## src/rtl/nss_pkg.sv

```systemverilog
// Shared types and constants for the nearest-station search block.
// Depends on nothing; every other file imports it.
`timescale 1ns / 1ps
package nss_pkg;
   localparam int STATIONS   = 16;
   localparam int COORD_W    = 16;
   localparam int SLOT_W     = 4;
   localparam int DIST_W     = 17;
   localparam int SQ_W       = 34;
   localparam int DIV_W      = 33;
   localparam int DVSR_W     = 16;
   localparam int COST_W     = 32;
   localparam int PROD_W     = DIV_W + DVSR_W;
   localparam int MODE_W     = 4;
   localparam int COUNT_W    = 5;
   localparam int CSR_IDX_W  = 2;
   localparam int CSR_DATA_W = 32;
   localparam int STATUS_W   = 2;

   localparam logic [COST_W-1:0] COST_MAX = '1;

   localparam logic [MODE_W-1:0] MODE_NONE                = 4'd0;
   localparam logic [MODE_W-1:0] MODE_EUCLID_TIME         = 4'd3;
   localparam logic [MODE_W-1:0] MODE_EUCLID_ENERGY       = 4'd5;
   localparam logic [MODE_W-1:0] MODE_EUCLID_TIME_ENERGY  = 4'd7;
   localparam logic [MODE_W-1:0] MODE_MANHAT_TIME_ENERGY  = 4'd8;

   localparam logic [STATUS_W-1:0] STATUS_OK        = 2'd0;
   localparam logic [STATUS_W-1:0] STATUS_NO_METRIC = 2'd1;
   localparam logic [STATUS_W-1:0] STATUS_UNIMPL    = 2'd2;

   localparam logic CMD_WRITE = 1'b0;
   localparam logic CMD_QUERY = 1'b1;

   localparam logic [CSR_IDX_W-1:0] CSR_METRIC_MODE   = 2'd0;
   localparam logic [CSR_IDX_W-1:0] CSR_STATION_COUNT = 2'd1;

   typedef struct packed {
      logic [COORD_W-1:0] x;
      logic [COORD_W-1:0] y;
   } station_type;

   typedef struct packed {
      logic              start;
      logic [DIV_W-1:0]  dividend;
      logic [DVSR_W-1:0] divisor;
   } div_req_type;

   typedef enum logic [3:0] {
      ST_IDLE, ST_FRAC, ST_HEAD, ST_DIST, ST_SQRT, ST_TIME,
      ST_DIVW, ST_MUL, ST_SCALE, ST_CMP, ST_OUT
   } state_type;
endpackage

```

## src/rtl/nss_cell.sv

```systemverilog
// One station cell of the rotating station ring.
// Depends on nss_pkg for the station type.
`timescale 1ns / 1ps
module nss_cell
   import nss_pkg::*;
(
   input  logic        clock,
   input  logic        wr_en,
   input  station_type wr_station,
   input  logic        shift,
   input  station_type next_station,
   output station_type station
);
   station_type station_ff, station_in;

   always_comb begin
      station_in = station_ff;
      if (wr_en) begin
         station_in = wr_station;
      end else if (shift) begin
         station_in = next_station;
      end
   end

   always_ff @(posedge clock) begin
      station_ff <= station_in;
   end

   assign station = station_ff;
endmodule

```

## src/rtl/nss_sqrt.sv

```systemverilog
// Bit-serial integer square root, rounded half up; a new start restarts it mid-root.
// Depends on nss_pkg for widths.
`timescale 1ns / 1ps
module nss_sqrt
   import nss_pkg::*;
(
   input  logic              clock,
   input  logic              reset,
   input  logic              start,
   input  logic [SQ_W-1:0]   radicand,
   output logic              done,
   output logic [DIST_W-1:0] root
);
   logic [SQ_W-1:0] v_ff, v_in, r_ff, r_in, bit_ff, bit_in, trial;
   logic            busy_ff, busy_in, done_ff, done_in;
   logic [SQ_W-1:0] rounded;

   always_comb begin
      v_in    = v_ff;
      r_in    = r_ff;
      bit_in  = bit_ff;
      busy_in = busy_ff;
      done_in = 1'b0;
      trial   = r_ff + bit_ff;
      if (start) begin
         v_in    = radicand;
         r_in    = '0;
         bit_in  = SQ_W'(64'd1 << (SQ_W - 2));
         busy_in = 1'b1;
      end else if (busy_ff) begin
         if (v_ff >= trial) begin
            v_in = v_ff - trial;
            r_in = (r_ff >> 1) + bit_ff;
         end else begin
            r_in = r_ff >> 1;
         end
         bit_in = bit_ff >> 2;
         if (bit_ff == SQ_W'(1)) begin
            busy_in = 1'b0;
            done_in = 1'b1;
         end
      end
   end

   always_ff @(posedge clock) begin
      if (reset) begin
         busy_ff <= 1'b0;
         done_ff <= 1'b0;
      end else begin
         busy_ff <= busy_in;
         done_ff <= done_in;
      end
      v_ff   <= v_in;
      r_ff   <= r_in;
      bit_ff <= bit_in;
   end

   assign rounded = (v_ff > r_ff) ? r_ff + SQ_W'(1) : r_ff;
   assign done    = done_ff;
   assign root    = rounded[DIST_W-1:0];
endmodule

```

## src/rtl/nss_div.sv

```systemverilog
// Restoring divider, one quotient bit per cycle.
// Depends on nss_pkg for widths and the request struct.
`timescale 1ns / 1ps
module nss_div
   import nss_pkg::*;
(
   input  logic             clock,
   input  logic             reset,
   input  div_req_type      req,
   output logic             done,
   output logic [DIV_W-1:0] quotient
);
   localparam int CNT_W = $clog2(DIV_W + 1);

   logic [DIV_W-1:0]  q_ff, q_in;
   logic [DVSR_W-1:0] rem_ff, rem_in, dvsr_ff, dvsr_in;
   logic [DVSR_W:0]   rem_sh;
   logic [CNT_W-1:0]  cnt_ff, cnt_in;
   logic              busy_ff, busy_in, done_ff, done_in;

   always_comb begin
      q_in    = q_ff;
      rem_in  = rem_ff;
      dvsr_in = dvsr_ff;
      cnt_in  = cnt_ff;
      busy_in = busy_ff;
      done_in = 1'b0;
      rem_sh  = {rem_ff, q_ff[DIV_W-1]};
      if (req.start) begin
         q_in    = req.dividend;
         rem_in  = '0;
         dvsr_in = req.divisor;
         cnt_in  = '0;
         busy_in = 1'b1;
      end else if (busy_ff) begin
         if (rem_sh >= {1'b0, dvsr_ff}) begin
            rem_in = DVSR_W'(rem_sh - {1'b0, dvsr_ff});
            q_in   = {q_ff[DIV_W-2:0], 1'b1};
         end else begin
            rem_in = rem_sh[DVSR_W-1:0];
            q_in   = {q_ff[DIV_W-2:0], 1'b0};
         end
         cnt_in = cnt_ff + CNT_W'(1);
         if (cnt_ff == CNT_W'(DIV_W - 1)) begin
            busy_in = 1'b0;
            done_in = 1'b1;
         end
      end
   end

   always_ff @(posedge clock) begin
      if (reset) begin
         busy_ff <= 1'b0;
         done_ff <= 1'b0;
      end else begin
         busy_ff <= busy_in;
         done_ff <= done_in;
      end
      q_ff    <= q_in;
      rem_ff  <= rem_in;
      dvsr_ff <= dvsr_in;
      cnt_ff  <= cnt_in;
   end

   assign done     = done_ff;
   assign quotient = q_ff;
endmodule

```

## src/rtl/nearest_station_search.sv

```systemverilog
// Nearest-station search top level: station ring, cost sequencer, result register.
// Depends on nss_pkg, nss_cell, nss_sqrt and nss_div.
`timescale 1ns / 1ps
// A write transfer stores one station. A query with a defined, implemented
// metric rotates the station ring through all STATIONS cells, one cell per
// step, costing the head cell while its index lies below station_count. The
// battery fraction is divided out first unless it is full; each scanned
// station then takes a Euclidean root if the metric needs one, and the speed
// divide and battery scaling as its mode asks. The fraction and speed divides
// share one one-bit-per-cycle divider. One query is in flight at a time; the
// result register lets a new transfer in while the last result waits.
module nearest_station_search
   import nss_pkg::*;
(
   input  logic                  clock,
   input  logic                  reset,
   input  logic                  req_valid,
   output logic                  req_ready,
   input  logic                  req_cmd,
   input  logic [SLOT_W-1:0]     req_station_slot,
   input  logic [COORD_W-1:0]    req_pos_x,
   input  logic [COORD_W-1:0]    req_pos_y,
   input  logic [15:0]           req_robot_speed,
   input  logic [15:0]           req_battery_load,
   input  logic [15:0]           req_battery_runtime,
   output logic                  rsp_valid,
   input  logic                  rsp_ready,
   output logic [SLOT_W-1:0]     rsp_best_slot,
   output logic                  rsp_found,
   output logic [COST_W-1:0]     rsp_best_cost,
   output logic [STATUS_W-1:0]   rsp_status,
   input  logic                  csr_valid,
   output logic                  csr_ready,
   input  logic [CSR_IDX_W-1:0]  csr_index,
   input  logic [CSR_DATA_W-1:0] csr_wdata
);
   localparam int CNT_W = $clog2(STATIONS + 1);

   station_type ring [STATIONS];
   station_type wr_station;
   logic        shift, accept, wr_req;

   state_type state_ff, state_in;
   logic [MODE_W-1:0]  mode_ff;
   logic [COUNT_W-1:0] count_ff;
   logic [CNT_W-1:0]   idx_ff, idx_in;
   logic [COORD_W-1:0] px_ff, px_in, py_ff, py_in, dx_ff, dx_in, dy_ff, dy_in;
   logic [15:0]        speed_ff, speed_in, frac_ff, frac_in;
   logic               frac_full_ff, frac_full_in;
   logic               euclid_ff, euclid_in, time_ff, time_in, energy_ff, energy_in;
   logic [DIST_W-1:0]  d_ff, d_in;
   logic [DIV_W-1:0]   t_ff, t_in, scaled;
   logic [PROD_W-1:0]  prod_ff, prod_in;
   logic [COST_W-1:0]  cost_ff, cost_in, best_ff, best_in;
   logic [SLOT_W-1:0]  slot_ff, slot_in;
   logic               found_ff, found_in;
   logic [STATUS_W-1:0] status_ff, status_in;
   logic               rsp_valid_ff, rsp_valid_in, rsp_load;
   logic [SLOT_W-1:0]  rsp_slot_ff;
   logic               rsp_found_ff;
   logic [COST_W-1:0]  rsp_cost_ff;
   logic [STATUS_W-1:0] rsp_status_ff;

   div_req_type        div_req;
   logic               div_done, sqrt_start, sqrt_done;
   logic [DIV_W-1:0]   div_quot;
   logic [DIST_W-1:0]  sqrt_root;
   logic [SQ_W-1:0]    radicand;

   assign req_ready  = (state_ff == ST_IDLE);
   assign accept     = req_valid & req_ready;
   assign wr_req     = accept & (req_cmd == CMD_WRITE);
   assign wr_station = '{x: req_pos_x, y: req_pos_y};
   assign csr_ready  = 1'b1;

   for (genvar i = 0; i < STATIONS; i++) begin : g_ring
      nss_cell u_cell (
         .clock        (clock),
         .wr_en        (wr_req && ({28'd0, req_station_slot} == 32'(i))),
         .wr_station   (wr_station),
         .shift        (shift),
         .next_station (ring[(i + 1) % STATIONS]),
         .station      (ring[i])
      );
   end

   assign radicand = SQ_W'(32'(dx_ff) * 32'(dx_ff)) + SQ_W'(32'(dy_ff) * 32'(dy_ff));

   nss_sqrt u_sqrt (
      .clock    (clock),
      .reset    (reset),
      .start    (sqrt_start),
      .radicand (radicand),
      .done     (sqrt_done),
      .root     (sqrt_root)
   );

   nss_div u_div (
      .clock    (clock),
      .reset    (reset),
      .req      (div_req),
      .done     (div_done),
      .quotient (div_quot)
   );

   assign scaled = frac_full_ff ? t_ff : prod_ff[PROD_W-1:16];

   always_comb begin
      state_in     = state_ff;
      idx_in       = idx_ff;
      px_in        = px_ff;
      py_in        = py_ff;
      dx_in        = dx_ff;
      dy_in        = dy_ff;
      speed_in     = speed_ff;
      frac_in      = frac_ff;
      frac_full_in = frac_full_ff;
      euclid_in    = euclid_ff;
      time_in      = time_ff;
      energy_in    = energy_ff;
      d_in         = d_ff;
      t_in         = t_ff;
      prod_in      = prod_ff;
      cost_in      = cost_ff;
      best_in      = best_ff;
      slot_in      = slot_ff;
      found_in     = found_ff;
      status_in    = status_ff;
      shift        = 1'b0;
      sqrt_start   = 1'b0;
      rsp_load     = 1'b0;
      div_req      = '{start: 1'b0, dividend: '0, divisor: '0};
      unique case (state_ff)
         ST_IDLE: begin
            if (accept && (req_cmd == CMD_QUERY)) begin
               px_in     = req_pos_x;
               py_in     = req_pos_y;
               speed_in  = req_robot_speed;
               euclid_in = mode_ff[0];
               time_in   = (mode_ff >= MODE_EUCLID_TIME);
               energy_in = (mode_ff >= MODE_EUCLID_ENERGY);
               idx_in    = '0;
               best_in   = COST_MAX;
               slot_in   = '0;
               found_in  = 1'b0;
               status_in = STATUS_OK;
               if ((mode_ff == MODE_NONE) || (mode_ff > MODE_MANHAT_TIME_ENERGY)) begin
                  status_in = STATUS_NO_METRIC;
                  state_in  = ST_OUT;
               end else if (mode_ff >= MODE_EUCLID_TIME_ENERGY) begin
                  status_in = STATUS_UNIMPL;
                  state_in  = ST_OUT;
               end else if ((req_battery_runtime == '0) ||
                            (req_battery_load >= req_battery_runtime)) begin
                  frac_full_in = 1'b1;
                  state_in     = ST_HEAD;
               end else begin
                  frac_full_in = 1'b0;
                  div_req      = '{start: 1'b1,
                                   dividend: {1'b0, req_battery_load, 16'd0},
                                   divisor: req_battery_runtime};
                  state_in     = ST_FRAC;
               end
            end
         end
         ST_FRAC: begin
            if (div_done) begin
               frac_in  = div_quot[15:0];
               state_in = ST_HEAD;
            end
         end
         ST_HEAD: begin
            if (idx_ff == CNT_W'(STATIONS)) begin
               state_in = ST_OUT;
            end else if (32'(idx_ff) < 32'(count_ff)) begin
               dx_in    = (px_ff > ring[0].x) ? px_ff - ring[0].x : ring[0].x - px_ff;
               dy_in    = (py_ff > ring[0].y) ? py_ff - ring[0].y : ring[0].y - py_ff;
               state_in = ST_DIST;
            end else begin
               shift  = 1'b1;
               idx_in = idx_ff + CNT_W'(1);
            end
         end
         ST_DIST: begin
            if (euclid_ff) begin
               sqrt_start = 1'b1;
               state_in   = ST_SQRT;
            end else begin
               d_in     = DIST_W'(dx_ff) + DIST_W'(dy_ff);
               state_in = ST_TIME;
            end
         end
         ST_SQRT: begin
            if (sqrt_done) begin
               d_in     = sqrt_root;
               state_in = ST_TIME;
            end
         end
         ST_TIME: begin
            if (!time_ff) begin
               cost_in  = {7'd0, d_ff, 8'd0};
               state_in = ST_CMP;
            end else if (speed_ff == '0) begin
               cost_in  = COST_MAX;
               state_in = ST_CMP;
            end else begin
               div_req  = '{start: 1'b1, dividend: {d_ff, 16'd0}, divisor: speed_ff};
               state_in = ST_DIVW;
            end
         end
         ST_DIVW: begin
            if (div_done) begin
               t_in = div_quot;
               if (!energy_ff) begin
                  cost_in  = div_quot[DIV_W-1] ? COST_MAX : div_quot[COST_W-1:0];
                  state_in = ST_CMP;
               end else begin
                  state_in = ST_MUL;
               end
            end
         end
         ST_MUL: begin
            prod_in  = PROD_W'(t_ff) * PROD_W'(frac_ff);
            state_in = ST_SCALE;
         end
         ST_SCALE: begin
            cost_in  = scaled[DIV_W-1] ? COST_MAX : scaled[COST_W-1:0];
            state_in = ST_CMP;
         end
         ST_CMP: begin
            if (cost_ff < best_ff) begin
               best_in  = cost_ff;
               slot_in  = SLOT_W'(idx_ff);
               found_in = 1'b1;
            end
            shift    = 1'b1;
            idx_in   = idx_ff + CNT_W'(1);
            state_in = ST_HEAD;
         end
         ST_OUT: begin
            if (!rsp_valid_ff || rsp_ready) begin
               rsp_load = 1'b1;
               state_in = ST_IDLE;
            end
         end
         default: state_in = ST_IDLE;
      endcase
   end

   assign rsp_valid_in = rsp_load | (rsp_valid_ff & ~rsp_ready);

   always_ff @(posedge clock) begin
      if (reset) begin
         state_ff     <= ST_IDLE;
         rsp_valid_ff <= 1'b0;
         mode_ff      <= MODE_NONE;
         count_ff     <= '0;
      end else begin
         state_ff     <= state_in;
         rsp_valid_ff <= rsp_valid_in;
         if (csr_valid && csr_ready) begin
            if (csr_index == CSR_METRIC_MODE) begin
               mode_ff <= csr_wdata[MODE_W-1:0];
            end else if (csr_index == CSR_STATION_COUNT) begin
               count_ff <= csr_wdata[COUNT_W-1:0];
            end
         end
      end
      idx_ff       <= idx_in;
      px_ff        <= px_in;
      py_ff        <= py_in;
      dx_ff        <= dx_in;
      dy_ff        <= dy_in;
      speed_ff     <= speed_in;
      frac_ff      <= frac_in;
      frac_full_ff <= frac_full_in;
      euclid_ff    <= euclid_in;
      time_ff      <= time_in;
      energy_ff    <= energy_in;
      d_ff         <= d_in;
      t_ff         <= t_in;
      prod_ff      <= prod_in;
      cost_ff      <= cost_in;
      best_ff      <= best_in;
      slot_ff      <= slot_in;
      found_ff     <= found_in;
      status_ff    <= status_in;
      if (rsp_load) begin
         rsp_slot_ff   <= slot_ff;
         rsp_found_ff  <= found_ff;
         rsp_cost_ff   <= best_ff;
         rsp_status_ff <= status_ff;
      end
   end

   assign rsp_valid     = rsp_valid_ff;
   assign rsp_best_slot = rsp_slot_ff;
   assign rsp_found     = rsp_found_ff;
   assign rsp_best_cost = rsp_cost_ff;
   assign rsp_status    = rsp_status_ff;
endmodule

```

## config.mk

```make
export PLATFORM = sky130hd
export DESIGN_NAME = nearest_station_search
export DESIGN_NICKNAME = d
export VERILOG_FILES = /design/src/rtl/nss_pkg.sv /design/src/rtl/nss_cell.sv /design/src/rtl/nss_sqrt.sv /design/src/rtl/nss_div.sv /design/src/rtl/nearest_station_search.sv
export SDC_FILE = /design/constraint.sdc
export NUM_CORES = 2
export LEC_CHECK = 0
export ABC_AREA = 1
export BUFFER_PORTS_ARGS = -buffer_cell sky130_fd_sc_hd__buf_2
export CORE_AREA = 2 2 464 466
export DETAILED_ROUTE_END_ITERATION = 7
export DIE_AREA = 0 0 466 468
export PLACE_DENSITY = 0.51
export SLEW_MARGIN = 20
export SYNTH_ARGS = -nofsm -noshare
export SYNTH_HDL_FRONTEND = slang
export SYNTH_SLANG_ARGS = --single-unit
```

## constraint.sdc

```tcl
create_clock -name clock -period 11.4 [get_ports clock]
set_clock_uncertainty 0.15 [all_clocks]
set_input_delay 1.14 -clock clock [delete_from_list [all_inputs] [get_ports clock]]
set_output_delay 1.14 -clock clock [all_outputs]
set_load 0.05 [all_outputs]
```

# Word-level counts from Yosys, hierarchy flattened
# Cells that the tools add are included.
# totals
reg_bits	1000
inputBits	124
output_inout_bits	42
# classes
n_addsub	13
n_mul	3
magnitude_cmp	12
eq_ne	41
n_mux	106
bitwise_logic	12
n_reduce_logical	65
# ops
op	count
$mux 32	40
$mux 50	6
$mux 34	4
$pmux 50 s2	1
$mux 33	3
$pmux 32 s3	1
$sub 16x16->16	5
$mul 16x16->32	2
$pmux 32 s2	1
$mux 4	14
$mux 17	3
$mul 33x16->49	1
$mux 16	3
$eq 4x4->1 const B	11
$pmux 4 s11	1
$reduce_bool 2->1	21
$add 33x33->34	1
$add 34x33->34	1
$ge 34x34->1	1
$gt 34x34->1	1
$pmux 17 s2	1
$sub 34x34->34	1
$add 32x32->33	1
$eq 4x3->1 const B	8
other kinds (42)	120

# Longest topological paths before layout
# logic_depth
word_depth	8
mapped_depth	30

# Modules after synthesis
# Synthesis repeated with hierarchy kept, for this count alone.
# unflattened
hier_cells	10437
area_unflattened_um2	87500.2
# modules_own_cells
mod	instances	cells_per_inst	area_per_inst_um2	seq_area_each_um2
nearest_station_search	1	6003	50438.4	9228.9
nss_cell	16	137	1401.3	960.9
nss_sqrt	1	1716	10468.8	2082.0
nss_div	1	526	4171.5	1951.9

# Worst setup path before layout
# No wires, ideal clock.
# synth_timing
path_kind	reg2reg
startpoint	register dx_ff[4]
endpoint	register u_sqrt.v_ff[32] (data pin)
setup_ns	0.258
arrival_time_ns	6.408
required_ns	10.992
slack_ns	4.584
path_stages_with_launch	24
period_less_slack_ns	6.816
path_cell_list	edfxtp_1 clkbuf_1 clkbuf_1 nand2_1 fa_1 inv_1 fa_1 inv_1 fa_1 fa_1 fa_1 inv_1 fa_1 fa_1 fa_1 ha_1 nand2_1 nor2_1 nand2_1 o21ai_0 nand3_1 a21o_1 nand3_1 nand2_1
# synth_between
elab_chain_len	3
# synth_lines
element	line_no	text
from (decl)	nearest_station_search.sv:47	logic [COORD_W-1:0] px_ff, px_in, py_ff, py_in, dx_ff, dx_in, dy_ff, dy_in;
from (signal assigned)	nearest_station_search.sv:272	dx_ff <= dx_in;
$mul 16x16->32	nearest_station_search.sv:87	assign radicand = SQ_W'(32'(dx_ff) * 32'(dx_ff)) + SQ_W'(32'(dy_ff) * 32'(dy_ff));
$add 32x32->33	nearest_station_search.sv:87	
$mux 34	nss_sqrt.sv:25	if (start) begin
net u_sqrt.v_in[32]	nss_sqrt.sv:14	logic [SQ_W-1:0] v_ff, v_in, r_ff, r_in, bit_ff, bit_in, trial;
to (signal assigned)	nss_sqrt.sv:53	v_ff <= v_in;
to (decl)	nss_sqrt.sv:14	
# The timed path passes the listed nets, and every way through them passes these cells.
# A chain may end at the register's enable or synchronous reset.

# Worst setup path in the final report
# layout_timing
startpoint	register dy_ff[11]
endpoint	register u_sqrt.v_ff[26] (data pin)
# layout_between
elab_chain_len	3
# layout_lines
element	line_no	text
from (decl)	nearest_station_search.sv:47	
from (signal assigned)	nearest_station_search.sv:273	dy_ff <= dy_in;
$mul 16x16->32	nearest_station_search.sv:87	
$add 32x32->33	nearest_station_search.sv:87	
$mux 34	nss_sqrt.sv:25	
net u_sqrt.v_in[26]	nss_sqrt.sv:14	
# The timed path passes the listed nets, and every way through them passes these cells.

==> flow_summary.toml <==
[run_status]
status = "complete, no violations"

[synthesis]
yosysMostFrequentCell = "nand2_1"
synthTopCellsByCount = "nand2_1 (2511), inv_1 (1902), edfxtp_1 (893)"
synth-seq-cells = 984
netlist_area_um2 = 84900
synth_largest_area_cell = "edfxtp_1"
synth_nets = 11377
ys.warnings.count = 0
avgSynthCellArea_um2 = 8.61
synth_edf_count = 893
syn_inst = 9863
ys_seq_area_frac = 0.337
synth_top_area_frac = 0.316
synth.distinct_cells = 54
async_reset_ff_frac = 0
yosys_most_used_dff = "edfxtp_1"
synthTopCellsByArea = "edfxtp_1 (32%), fa_1 (19%), nand2_1 (11%), inv_1 (8.4%), ha_1 (8.4%)"

[route]
drt_first_pass_iters = 6
totalWireLength_um = 253000
top_layer_used = "met5"
post-route-drc-count = 0
via_per_inst = 5.14
drt_iter0_markers = 4929
wl_met3_um = 12500
dr_total_vias = 65389
route.met2.wl_um = 123000
routedWlPerCell_um = 19.9
wl_met1_um = 111000
ant_nets = 0

[cts]
cts_tree = "built"
clk_latency_ps = 820
root_buffer = "clkbuf_16"
cts.sinks = 984
post-cts-setup-buffers = 0
postCtsHoldBufs = 0
cts_buffers = 113
cts_buffer_depth = 3
htree_levels = 3
post_cts_resized = 0
clk_pin_slew_ps = 70

[die]
die_h_um = 468
core_area_um2 = 213000
start_util = 0.398
rows = 170
io_pins = 166
fp.dieW_um = 466
die_area_um2 = 218000

[place]
gp_congestion = 0.930
dpl.hpwl_um = 187000
dpl_cell_area_um2 = 88000
port_buffers = 137

[setup_path]
critPathArrivalTime_ps = 8340
path_delay_family = "adder cells"
cpPeakStageDelay_ps = 1110
cp_common_cell = "fa_1"
critPathBufInv = 3
path_class = "reg -> reg"
cp_max_fo = 19
crit_cells = 20
crit_start = "dy_ff[11]$_DFFE_PP_"
r2r-start = "dy_ff[11]$_DFFE_PP_"
worstSetupStartpointType = "flop"
reg2reg_depth = 20
crit_chain = "nand2_1, fa_1, inv_1, fa_1, fa_1, fa_1, fa_1, fa_1, fa_1, inv_1, fa_1, inv_1, ha_1, a21oi_1, o21ai_0, o21bai_1, nand2_1, nand3_1, o21ai_0, o21ai_0"
crit_required_ps = 11740
critPathSlowestCell = "edfxtp_1"
end_kind = "flop"

[final_layout]
finish.instance_area_um2 = 91800
nFillCells = 21261
drive_gt1_frac = 0.0517
fin_nets = 11287
area_delta_synth_final_pct = 8.13

[worst_hold_path]
hp-start = "slot_ff[0]$_SDFFCE_PN0P_"
holdCritPathClass = "reg -> reg"
hold_path_depth = 0

[sta]
setup_tns_ps = 0
rsz0062_at_grt = "false"
worst_pin_slew_ps = 1150
finalHoldViolCount = 0
maxSlewViolCount = 0
finalCriticalPeriod_ps = 8000
min_period_over_period = 0.702
setup_viol = 0
max_freq_mhz = 125
slew-limit-headroom = 0.236

[global_route]
antenna_found_initial = 23
grt_pass1_wl_um = 396000
gr-usage-all-layers = 0.235
grt_max_degree = 67
overflow = 0
grt_pass1_vias = 67765

[flow_run]
cap_viol_max_count = 0
[metal layers]
metal,global-route usage,vias up
li1,-,30922
met1,0.309,32278
met2,0.409,1795
met3,0.0253,388
met4,0.0634,6
met5,0,-
[registers in the layout, indices dropped and copies added (netlist names), 17 cells and up]
register / cells
cost_ff: 32
u_div.quotient: 33
d_ff: 17
u_sqrt.bit_ff: 17
g_ring.u_cell.station: 512
u_sqrt.r_ff: 34
rsp_best_cost: 32
best_ff: 32
t_ff: 33
prod_ff: 33
u_sqrt.v_ff: 34
[kinds of logic (layout without fill, tap and decap cells)]
logic type	Yosys count	in the layout	share of synthesized area
other	1	9	0.0000442
AO/OA/AOI/OAI	1394	1394	0.0867
AND/OR/NAND/NOR	3517	3517	0.168
adder cells (fa/ha/maj)	1390	1390	0.277
multiplexers	33	33	0.00389
flip-flops	984	984	0.337
XOR/XNOR	182	182	0.0188
buffers and inverters	2362	2365	0.108
[stage by stage]
| step | hold slack [ps] | worst slack [ps] | std cells | utilization |
|---|---|---|---|---|
| after CTS | 281 | 3380 | 12701 | 0.430 |
| after detailed placement | 266 | 3400 | 12493 | 0.413 |
| final | 280 | 3400 | 12712 | 0.430 |
| after global placement | 255 | 3400 | 12492 | 0.412 |
| after global routing | 288 | 3100 | 12707 | 0.430 |
| after floorplan | 250 | 4580 | 9863 | - |
[worst reg2reg max path, stage by stage (launching register included)]
cell	delay, ps
edfxtp_1	1110
nand2_1	280
fa_1	610
inv_1	50
fa_1	540
fa_1	450
fa_1	570
fa_1	430
fa_1	460
fa_1	490
inv_1	50
fa_1	520
inv_1	50
ha_1	340
a21oi_1	270
o21ai_0	180
o21bai_1	210
nand2_1	60
nand3_1	90
o21ai_0	620
o21ai_0	190
[final cells by class]
| class | count | area (um2) | share of cell area |
|---|---|---|---|
| inverter | 1913 | 7180 | 0.0782 |
| tap | 2838 | 3550 | 0.0387 |
| antenna | 8 | 20.0 | 0.000218 |
| multi-input combinational | 6517 | 47200 | 0.514 |
| timing repair buffer | 244 | 1550 | 0.0168 |
| clock inverter | 74 | 724 | 0.00789 |
| sequential | 984 | 28600 | 0.312 |
| clock buffer | 134 | 2980 | 0.0325 |
[final timing paths]
kind / endpoint / slack [ps]
max: u_sqrt.v_ff[26]$_DFFE_PP_ / 3400
min: rsp_best_slot[0]$_DFFE_PP_ / 280
max reg2reg: u_sqrt.v_ff[26]$_DFFE_PP_ / 3400
min reg2reg: rsp_best_slot[0]$_DFFE_PP_ / 280
[placed cells by master, fill, tap and decap left out, drive strengths merged, types with 8 or more instances in the layout]
| cell | Yosys | routed |
|---|---|---|
| a21oi | 367 | 367 |
| nor2 | 412 | 412 |
| o21ai | 868 | 868 |
| xor2 | 127 | 127 |
| a31oi | 16 | 16 |
| o21bai | 40 | 40 |
| o211ai | 8 | 8 |
| ha | 570 | 570 |
| diode | 0 | 8 |
| nand2 | 2516 | 2516 |
| o22ai | 19 | 19 |
| mux2i | 33 | 33 |
| clkinvlp | 0 | 8 |
| nor3 | 74 | 74 |
| nor4 | 16 | 16 |
| xnor2 | 55 | 55 |
| a21o | 27 | 27 |
| or2 | 45 | 45 |
| clkinv | 3 | 57 |
| dfxtp | 91 | 91 |
| edfxtp | 893 | 893 |
| nand3b | 26 | 26 |
| a21boi | 19 | 19 |
| clkbuf | 356 | 135 |
| fa | 820 | 820 |
| buf | 93 | 243 |
| nand4 | 65 | 65 |
| nand3 | 354 | 354 |
| o21a | 13 | 13 |
| inv | 1910 | 1915 |
Power is left out: the tool's default activity adds up to more than one toggle a clock period on the data nets, which glitch-free logic cannot reach.
